==> src/pcrc_pkg.sv <==
package pcrc_pkg;

    localparam logic [15:0] CRC_POLY = 16'h1021;
    localparam logic [15:0] CRC_INIT = 16'h0000;

    localparam logic [1:0] PH_ECHO = 2'd0;
    localparam logic [1:0] PH_LO   = 2'd1;
    localparam logic [1:0] PH_HI   = 2'd2;

    typedef struct packed {
        logic [7:0]  data;
        logic        last;
        logic [15:0] word;
    } res_t;

    // msb-first byte update, polynomial 0x1021
    function automatic logic [15:0] crc16_feed(input logic [15:0] crc, input logic [7:0] b);
        logic [15:0] c;
        c = crc ^ {b, 8'h00};
        for (int i = 0; i < 8; i++)
        begin
            if (c[15])
            begin
                c = {c[14:0], 1'b0} ^ CRC_POLY;
            end
            else
            begin
                c = {c[14:0], 1'b0};
            end
        end
        return c;
    endfunction

endpackage

==> src/pcrc_in_if.sv <==
interface pcrc_in_if;
    logic       valid;
    logic       ready;
    logic [7:0] in_byte;
    logic       in_last;

    modport source (output valid, output in_byte, output in_last, input ready);
    modport sink (input valid, input in_byte, input in_last, output ready);
endinterface

==> src/pcrc_out_if.sv <==
interface pcrc_out_if;
    logic       valid;
    logic       ready;
    logic [7:0] out_byte;
    logic       out_last;

    modport source (output valid, output out_byte, output out_last, input ready);
    modport sink (input valid, input out_byte, input out_last, output ready);
endinterface

==> src/pcrc_state.sv <==
module pcrc_state (
    input  logic            clk,
    input  logic            rst_n,
    input  logic            en,
    input  logic [7:0]      data,
    input  logic            last,
    output pcrc_pkg::res_t  res
);

    logic [15:0] crc_reg, crc_next;
    logic [7:0]  held0_reg, held0_next;
    logic [7:0]  held1_reg, held1_next;
    logic [1:0]  cnt_reg, cnt_next;

    logic [1:0]  cnt_eff;
    logic [15:0] crc_fed;
    logic [15:0] base;
    logic [7:0]  prev;
    logic [15:0] word;

    assign cnt_eff = cnt_reg[1] ? 2'd2 : cnt_reg;
    assign crc_fed = pcrc_pkg::crc16_feed(crc_reg, held0_reg);
    assign base    = (cnt_eff == 2'd2) ? crc_fed : crc_reg;
    assign prev    = (cnt_eff == 2'd2) ? held1_reg : held0_reg;
    assign word    = (cnt_eff == 2'd0) ? 16'h0000 : (base ^ {prev, data});

    always_comb
    begin
        crc_next   = crc_reg;
        held0_next = held0_reg;
        held1_next = held1_reg;
        cnt_next   = cnt_reg;
        if (en)
        begin
            if (last)
            begin
                // end of packet clears everything
                crc_next   = pcrc_pkg::CRC_INIT;
                held0_next = 8'h00;
                held1_next = 8'h00;
                cnt_next   = 2'd0;
            end
            else if (cnt_eff == 2'd2)
            begin
                crc_next   = crc_fed;
                held0_next = held1_reg;
                held1_next = data;
                cnt_next   = 2'd2;
            end
            else if (cnt_eff == 2'd1)
            begin
                held1_next = data;
                cnt_next   = 2'd2;
            end
            else
            begin
                held0_next = data;
                cnt_next   = 2'd1;
            end
        end
    end

    always_ff @(posedge clk or negedge rst_n)
    begin
        if (!rst_n)
        begin
            crc_reg   <= pcrc_pkg::CRC_INIT;
            held0_reg <= 8'h00;
            held1_reg <= 8'h00;
            cnt_reg   <= 2'd0;
        end
        else
        begin
            crc_reg   <= crc_next;
            held0_reg <= held0_next;
            held1_reg <= held1_next;
            cnt_reg   <= cnt_next;
        end
    end

    assign res.data = data;
    assign res.last = last;
    assign res.word = word;

endmodule

==> src/pcrc_emit.sv <==
module pcrc_emit (
    input  logic              clk,
    input  logic              rst_n,
    input  logic              load,
    input  pcrc_pkg::res_t    res,
    output logic              free,
    pcrc_out_if.source        pkt_out
);

    logic            valid_reg, valid_next;
    logic [1:0]      phase_reg, phase_next;
    pcrc_pkg::res_t  res_reg;

    logic fire;
    logic done;

    assign fire = valid_reg && pkt_out.ready;
    assign done = fire && (!res_reg.last || (phase_reg == pcrc_pkg::PH_HI));
    assign free = !valid_reg || done;

    always_comb
    begin
        valid_next = valid_reg;
        phase_next = phase_reg;
        if (load)
        begin
            valid_next = 1'b1;
            phase_next = pcrc_pkg::PH_ECHO;
        end
        else if (done)
        begin
            valid_next = 1'b0;
            phase_next = pcrc_pkg::PH_ECHO;
        end
        else if (fire)
        begin
            case (phase_reg)
                pcrc_pkg::PH_ECHO: phase_next = pcrc_pkg::PH_LO;
                pcrc_pkg::PH_LO:   phase_next = pcrc_pkg::PH_HI;
                default:           phase_next = pcrc_pkg::PH_ECHO;
            endcase
        end
    end

    always_ff @(posedge clk or negedge rst_n)
    begin
        if (!rst_n)
        begin
            valid_reg <= 1'b0;
            phase_reg <= pcrc_pkg::PH_ECHO;
        end
        else
        begin
            valid_reg <= valid_next;
            phase_reg <= phase_next;
        end
    end

    always_ff @(posedge clk)
    begin
        if (load)
        begin
            res_reg <= res;
        end
    end

    always_comb
    begin
        case (phase_reg)
            pcrc_pkg::PH_ECHO:
            begin
                pkt_out.out_byte = res_reg.data;
                pkt_out.out_last = 1'b0;
            end
            pcrc_pkg::PH_LO:
            begin
                pkt_out.out_byte = res_reg.word[7:0];
                pkt_out.out_last = 1'b0;
            end
            default:
            begin
                pkt_out.out_byte = res_reg.word[15:8];
                pkt_out.out_last = 1'b1;
            end
        endcase
    end

    assign pkt_out.valid = valid_reg;

endmodule

==> src/payload_crc16_tail_xor.sv <==
// an accepted byte passes the s1 register, then the emit result register
// throughput: one byte per cycle while pkt_out is ready; a last byte holds
// the single result register for its echo, crc low and crc high bytes
// reset: rst_n clears crc, held bytes and all valid flags asynchronously
module payload_crc16_tail_xor (
    input  logic        clk,
    input  logic        rst_n,
    pcrc_in_if.sink     pkt_in,
    pcrc_out_if.source  pkt_out
);

    logic       s1_valid_reg, s1_valid_next;
    logic [7:0] s1_byte_reg;
    logic       s1_last_reg;

    logic           accept;
    logic           advance;
    logic           emit_free;
    pcrc_pkg::res_t res;

    assign advance      = s1_valid_reg && emit_free;
    assign pkt_in.ready = !s1_valid_reg || advance;
    assign accept       = pkt_in.valid && pkt_in.ready;

    always_comb
    begin
        s1_valid_next = s1_valid_reg;
        if (accept)
        begin
            s1_valid_next = 1'b1;
        end
        else if (advance)
        begin
            s1_valid_next = 1'b0;
        end
    end

    always_ff @(posedge clk or negedge rst_n)
    begin
        if (!rst_n)
        begin
            s1_valid_reg <= 1'b0;
        end
        else
        begin
            s1_valid_reg <= s1_valid_next;
        end
    end

    always_ff @(posedge clk)
    begin
        if (accept)
        begin
            s1_byte_reg <= pkt_in.in_byte;
            s1_last_reg <= pkt_in.in_last;
        end
    end

    pcrc_state u_state (
        .clk   (clk),
        .rst_n (rst_n),
        .en    (advance),
        .data  (s1_byte_reg),
        .last  (s1_last_reg),
        .res   (res)
    );

    pcrc_emit u_emit (
        .clk     (clk),
        .rst_n   (rst_n),
        .load    (advance),
        .res     (res),
        .free    (emit_free),
        .pkt_out (pkt_out)
    );

endmodule
==> src/flat_wrapper.sv <==
// flat-port wrapper written by rule: the top's interface ports become plain ports
module payload_crc16_tail_xor_flat 
  (clk, rst_n, pkt_in_valid, pkt_in_in_byte, pkt_in_in_last, pkt_in_ready, pkt_out_valid, pkt_out_out_byte, pkt_out_out_last, pkt_out_ready);
  pcrc_in_if pkt_in_i ();
  pcrc_out_if pkt_out_i ();
  input  logic clk;
  input  logic rst_n;
  input wire logic [$bits(pkt_in_i.valid)-1:0] pkt_in_valid;
  input wire logic [$bits(pkt_in_i.in_byte)-1:0] pkt_in_in_byte;
  input wire logic [$bits(pkt_in_i.in_last)-1:0] pkt_in_in_last;
  output wire logic [$bits(pkt_in_i.ready)-1:0] pkt_in_ready;
  output wire logic [$bits(pkt_out_i.valid)-1:0] pkt_out_valid;
  output wire logic [$bits(pkt_out_i.out_byte)-1:0] pkt_out_out_byte;
  output wire logic [$bits(pkt_out_i.out_last)-1:0] pkt_out_out_last;
  input wire logic [$bits(pkt_out_i.ready)-1:0] pkt_out_ready;
  assign pkt_in_i.valid = pkt_in_valid;
  assign pkt_in_i.in_byte = pkt_in_in_byte;
  assign pkt_in_i.in_last = pkt_in_in_last;
  assign pkt_in_ready = pkt_in_i.ready;
  assign pkt_out_valid = pkt_out_i.valid;
  assign pkt_out_out_byte = pkt_out_i.out_byte;
  assign pkt_out_out_last = pkt_out_i.out_last;
  assign pkt_out_i.ready = pkt_out_ready;
  payload_crc16_tail_xor u_core (.clk(clk), .rst_n(rst_n), .pkt_in(pkt_in_i), .pkt_out(pkt_out_i));
endmodule
==> config.mk <==
export PLATFORM = sky130hd
export DESIGN_NAME = payload_crc16_tail_xor_flat
export DESIGN_NICKNAME = d
export VERILOG_FILES = /design/src/pcrc_pkg.sv /design/src/pcrc_in_if.sv /design/src/pcrc_out_if.sv /design/src/pcrc_state.sv /design/src/pcrc_emit.sv /design/src/payload_crc16_tail_xor.sv /design/src/flat_wrapper.sv
export SDC_FILE = /design/constraint.sdc
export NUM_CORES = 1
export LEC_CHECK = 0
export ABC_CLOCK_PERIOD_IN_PS = 2900
export BUFFER_PORTS_ARGS = -buffer_cell sky130_fd_sc_hd__buf_4
export CAP_MARGIN = 0
export CORE_MARGIN = 1.5
export CORE_UTILIZATION = 60
export DETAILED_ROUTE_END_ITERATION = 10
export PLACE_DENSITY = 0.79
export SLEW_MARGIN = 20
export SYNTH_ARGS = -nofsm -noshare
export SYNTH_HDL_FRONTEND = slang
export SYNTH_SLANG_ARGS = --single-unit
==> constraint.sdc <==
create_clock -name clk -period 2.9 [get_ports clk]
set_clock_uncertainty 0.05 [all_clocks]
set_input_delay 0.725 -clock clk [delete_from_list [all_inputs] [get_ports clk]]
set_output_delay 0.725 -clock clk [all_outputs]
set_load 0.1 [all_outputs]
==> results of run 1 <==
==> report_power, final <==
part	internal (W)	switching (W)
Clock	0.000325	0.000372
Combinational	0.00109	0.00157
Sequential	0.00147	0.000351
==> logic make-up after synthesis <==
family	after synthesis
xor gates and xnor gates	52
AOI/OAI and AO/OA	95
DFF	72
buffers and inverters	30
muxes	16
and+or+nand+nor	76
==> cell usage after synthesis (10+ instances only) <==
library cell	n	area share
xnor2_1	33	0.078
a22oi_1	10	0.020
clkbuf_1	21	0.021
o22ai_1	11	0.019
nand3_1	10	0.014
o21ai_1	35	0.047
xor2_1	16	0.038
a21oi_1	11	0.015
dfrtp_1	38	0.26
nand2_1	35	0.036
mux2i_1	15	0.041
edfxtp_1	34	0.28
nor2_1	11	0.011
==> per-stage QoR <==
stage               instances  instance area [um^2]  setup slack, ns   util
floorplan                 341                  3730            0.101      -
global placement          421                  3960            0.804  0.669
detailed placement        421                  3960            0.759  0.669
CTS                       437                  4130            0.410  0.697
global route              437                  4130            0.331  0.697
finish                    437                  4130            0.417  0.697
==> metal layers <==
metal / vias up / global-route usage / part of all wire
met3: 11 / 0.0411 / 0.047
met1: 1256 / 0.345 / 0.46
met4: 0 / 0.114 / 0.017
li1: 1254 / - / -
met5: - / 0 / 0
met2: 59 / 0.366 / 0.48
==> cell type report <==
cell class	count	area share
timing repair buffer	29	0.0558
clock buffer	11	0.0342
multi-input combinational	239	0.398
tap	75	0.0227
sequential	72	0.478
clock inverter	5	0.00576
inverter	6	0.00545
==> how the worst min path moves through the flow <==
stage | from | end | depth (start not counted)
finish | rst_n | u_core.s1_valid_reg$_DFFE_PN0P_ | 1
global route | rst_n | u_core.s1_valid_reg$_DFFE_PN0P_ | 1
CTS | rst_n | u_core.s1_valid_reg$_DFFE_PN0P_ | 1
detailed placement | u_core.u_state.crc_reg[10]$_DFFE_PN0P_ | u_core.u_state.crc_reg[10]$_DFFE_PN0P_ | 2
global placement | u_core.u_state.crc_reg[10]$_DFFE_PN0P_ | u_core.u_state.crc_reg[10]$_DFFE_PN0P_ | 2
floorplan | u_core.s1_last_reg$_DFFE_PP_ | u_core.u_emit.res_reg[16]$_DFFE_PP_ | 0
==> impl_metrics.csv, run 1 <==
group,metric,value,unit
layout,n_antenna_cell,0,
cts,clockBufferDepth,2,
global_routing,overflow,0,
layout,fill_cells,452,
worst_hold_path,hold_class,"primary input to asynchronous set/reset pin",
timing,relSlewSlack,0.400,
cts,cts_sinks,72,
placement,gp_congestion,0.880,
synthesis,synth_top_family_by_area,"compound AO/OA/AOI/OAI gates",
layout,area_growth_syn_to_layout,11.7,%
timing,slew_violations,0,
setup_path,crit_start,"u_core.u_emit.phase_reg[0]$_DFFE_PN0P_",
setup_path,worstReg2RegEnd,"u_core.u_state.crc_reg[14]$_DFFE_PN0P_",
setup_path,r2r_cells,6,
synthesis,synthArstFlopShare,0.528,
global_routing,first_global_vias,2344,
cts,cts_tree,"built",
drt,ant_nets,0,
setup_path,reg2reg_slack,0.75,ns
drt,vias,2580,
layout,multi_input_area,1650,um^2
power,power_density,1250,nW/um^2
synthesis,synth_edf_count,34,
cts,htree_levels,3,
timing,hold_violations,0,
setup_path,crit_cells,4,
synthesis,synthAdderAreaFrac,0,
power,ir_worst_vdd,0.000665,V
floorplanning,floorplan.initialDensity,0.624,
power,p_total,0.00517,W
cts,path_clk_slew,0.08,ns
setup_path,cp_max_fo,12,
drt,wire_per_inst,16.9,um
timing,setup_violations,0,
synthesis,synthMuxAreaShare,0.0437,
synthesis,synth-seq-cells,72,
synthesis,syn_area,3700,um^2
layout,largest_register_ffs,25,
drt,wl,7410,um
drt,route.detailed.drc,0,
placement,portBuffers,23,
status,status,"finished clean",
synthesis,ys_warn_count,0,
power,leakage,1.58,nW
cts,clock_latency,0.36,ns
floorplanning,rows,28,
cts,cts_hold_buffers,0,
drt,drtIter0Drc,194,
timing,fin_crit,2.48,ns
layout,regArea,1970,um^2
synthesis,synth-main-ff-cell,"dfrtp_1",
synthesis,synth_xor_area_frac,0.135,
layout,final_common_cell,"dfrtp_1",
floorplanning,fp.dieArea,6640,um^2
setup_path,endpoint,"pkt_in_ready",
cts,cts_setup_buffers,0,
global_routing,grt_pass1_wl,11700,um
layout,fin_nets,370,
setup_path,crit_arrival,1.71,ns
synthesis,synth_compound_area_frac,0.159,
global_routing,antenna_found_initial,0,
setup_path,start_kind,"flop",
setup_path,cpMaxStageDelayCell,"dfrtp_1",
cts,root_buffer,"clkbuf_8",
setup_path,r2r_start,"u_core.u_emit.phase_reg[0]$_DFFE_PN0P_",
synthesis,ys_types,36,
flow_run,drv_cap,0,
setup_path,critPathTopFamily,"flip-flops",
synthesis,syn_nets,354,
timing,finalCritPeriodShare,0.856,
setup_path,worstSetupPathType,"flop to output port",
cts,cts-resized-gates,0,
timing,hold_ws,0.288,ns
floorplanning,die_x,81.5,um
setup_path,cp-end-kind,"output port",
placement,dp.final_hpwl,4980,um
synthesis,synth-seq-area-share,0.534,
cts,cts_buffers,9,
synthesis,synth.avg_cell_area,10.8,um^2
synthesis,synth-simple-area-share,0.0978,
setup_path,cp_cell_sequence,"nor2b_1 -> o21ai_1 -> nand3_2 -> buf_4",
timing,setup_tns,0,ns
timing,fmax,403,MHz
layout,layout_common_cells,"38 x dfrtp_1, 35 x nand2_1, 34 x edfxtp_1, 33 x xnor2_1, 28 x buf_4",
synthesis,synthCells,341,
setup_path,slowest_delay,0.68,ns
floorplanning,die_height,81.5,um
global_routing,grt_max_degree,43,
floorplanning,io_pins,24,
floorplanning,core_area,5920,um^2
layout,final_layout_size_suffix_gt1_frac,0.157,
timing,rsz0062_at_grt,"no",
drt,vias_per_cell,5.90,
global_routing,grt_usage,0.243,
timing,tightest_slew,0.899,ns
setup_path,crit_buf_inv,1,
drt,drt_pass1_iterations,4,
setup_path,cp_data_required_time,2.12,ns
Note: power is estimated with default switching activity, not from simulation.
==> run 2: changes to the inputs <==
Settings changed: BUFFER_PORTS_ARGS -buffer_cell sky130_fd_sc_hd__buf_4 to default, CORE_UTILIZATION 60 to 63, DONT_BUFFER_PORTS from default to 1, PLACE_DENSITY 0.79 to 0.8.
==> run 2 against run 1 <==
  * Utilization is 2.5 points higher
  * Die area decreased by 4.6%
  * Non-clock buffer count fell by 12
  * Hold slack worse by 0.27 ns
  * Maximum frequency up 1.2%
  * Global-route usage up 1.6 points
  * Cell count fell by 3.4%
  * Setup slack improved by 0.030 ns
  * Total power fell by 0.95%
  * Critical path depth did not move
  * Final area fell by 2.5%
==> impl_metrics.csv, run 2 (synthesis gave the netlist of run 1 again) <==
group,metric,value,unit
status,status,"finished clean",
layout,multi_input_area,1650,um^2
drt,vias,2586,
drt,wire_per_inst,17.1,um
cts,cts_buffers,9,
placement,pre_cts_ws,0.687,ns
layout,final_layout_size_suffix_gt1_frac,0.126,
power,power_density,1270,nW/um^2
floorplanning,fp.dieArea,6340,um^2
setup_path,worstSetupPathType,"flop to output port",
cts,htree_levels,3,
floorplanning,io_pins,24,
layout,area_growth_syn_to_layout,8.87,%
layout,regArea,1970,um^2
global_routing,first_global_vias,2438,
placement,portBuffers,0,
global_routing,grt_usage,0.259,
timing,setup_tns,0,ns
timing,setup_violations,0,
power,ir_worst_vdd,0.000645,V
layout,n_antenna_cell,0,
timing,slew_violations,0,
layout,fin_nets,358,
drt,drtIter0Drc,258,
global_routing,overflow,0,
setup_path,crit_arrival,1.68,ns
cts,cts_setup_buffers,0,
floorplanning,floorplan.initialDensity,0.663,
layout,final_common_cell,"dfrtp_1",
cts,clock_latency,0.35,ns
floorplanning,rows,27,
layout,layout_common_cells,"37 x dfrtp_1, 35 x nand2_1, 34 x edfxtp_1, 33 x xnor2_1, 26 x o21ai_1",
timing,tightest_slew,0.845,ns
floorplanning,die_x,79.6,um
cts,clockBufferDepth,2,
setup_path,cp_data_required_time,2.12,ns
placement,dp.final_hpwl,4900,um
drt,ant_nets,0,
global_routing,grt_max_degree,43,
drt,wl,7230,um
global_routing,grt_pass1_wl,12200,um
worst_hold_path,hold_class,"primary input to asynchronous set/reset pin",
cts,cts_hold_buffers,0,
global_routing,antenna_found_initial,0,
drt,route.detailed.drc,0,
layout,largest_register_ffs,25,
timing,rsz0062_at_grt,"no",
timing,hold_ws,0.0152,ns
timing,finalWorstSetupSlack,0.447,ns
cts,cts_tree,"built",
floorplanning,core_area,5570,um^2
cts,cts_sinks,72,
timing,finalCritPeriodShare,0.846,
cts,cts-resized-gates,0,
setup_path,cp_max_fo,19,
setup_path,cp-end-kind,"output port",
setup_path,start_kind,"flop",
timing,fmax,408,MHz
drt,drt_pass1_iterations,6,
cts,path_clk_slew,0.07,ns
floorplanning,die_height,79.6,um
placement,gp_congestion,0.831,
cts,root_buffer,"clkbuf_8",
timing,fin_crit,2.45,ns
power,leakage,1.51,nW
flow_run,drv_cap,0,
timing,relSlewSlack,0.435,
drt,vias_per_cell,6.13,
timing,hold_violations,0,
layout,fill_cells,396,
[run 2: stage by stage]
| step | cells | instance area (um^2) | total power (W) | utilization |
|---|---|---|---|---|
| 3_3_place_gp | 406 | 3860 | 0.00435 | 0.693 |
| 2_1_floorplan | 341 | 3730 | 0.00395 | - |
| 4_1_cts | 422 | 4020 | 0.00512 | 0.722 |
| 6_report | 422 | 4020 | 0.00512 | 0.722 |
| 5_1_grt | 422 | 4020 | 0.00545 | 0.722 |
| 3_5_place_dp | 406 | 3860 | 0.00444 | 0.693 |
[run 2: critical path, cell delays in order (launching register included)]
cell and delay [ns]:
dfrtp_2 0.36, buf_4 0.42, nand2_1 0.15, o21ai_2 0.09, buf_4 0.30
[run 2: final cells by class]
type | count | area share
timing repair buffer | 17 | 0.0317
tap | 72 | 0.0224
sequential | 72 | 0.490
clock inverter | 1 | 0.00124
multi-input combinational | 239 | 0.410
inverter | 6 | 0.00560
clock buffer | 15 | 0.0389
[run 2: metal layers]
layer / up-vias / global-route usage / share of wire
met1: 1261 / 0.372 / 0.45
met4: 0 / 0.111 / 0.023
met2: 79 / 0.392 / 0.47
met5: - / 0 / 0
met3: 16 / 0.0411 / 0.052
li1: 1230 / - / -
[run 2: path summary, 6_finish.rpt]
path,startpoint,end,slack [ns],cells past startpoint
setup / recovery,u_core.u_emit.phase_reg[1]$_DFFE_PN0P_,pkt_out_out_byte[5],0.45,4
hold / removal,rst_n,u_core.u_state.crc_reg[0]$_DFFE_PN0P_,0.02,0
setup reg to reg,u_core.u_emit.phase_reg[0]$_DFFE_PN0P_,u_core.s1_byte_reg[0]$_DFFE_PP_,0.75,5
hold reg to reg,u_core.u_state.crc_reg[1]$_DFFE_PN0P_,u_core.u_state.crc_reg[1]$_DFFE_PN0P_,0.48,2
max in group asynchronous,rst_n,u_core.u_state.held0_reg[3]$_DFFE_PN0P_,2.69,0
min in group clk,pkt_in_in_last,u_core.s1_last_reg$_DFFE_PP_,0.42,0
[run 2: where the power goes]
group          switching (W)  total (W)  internal [W]  leakage, nW
clock network       0.000344   0.000679      0.000335       0.0817
registers           0.000342    0.00181       0.00147        0.801
logic                0.00156    0.00263       0.00107        0.630
total                0.00225    0.00512       0.00287         1.51
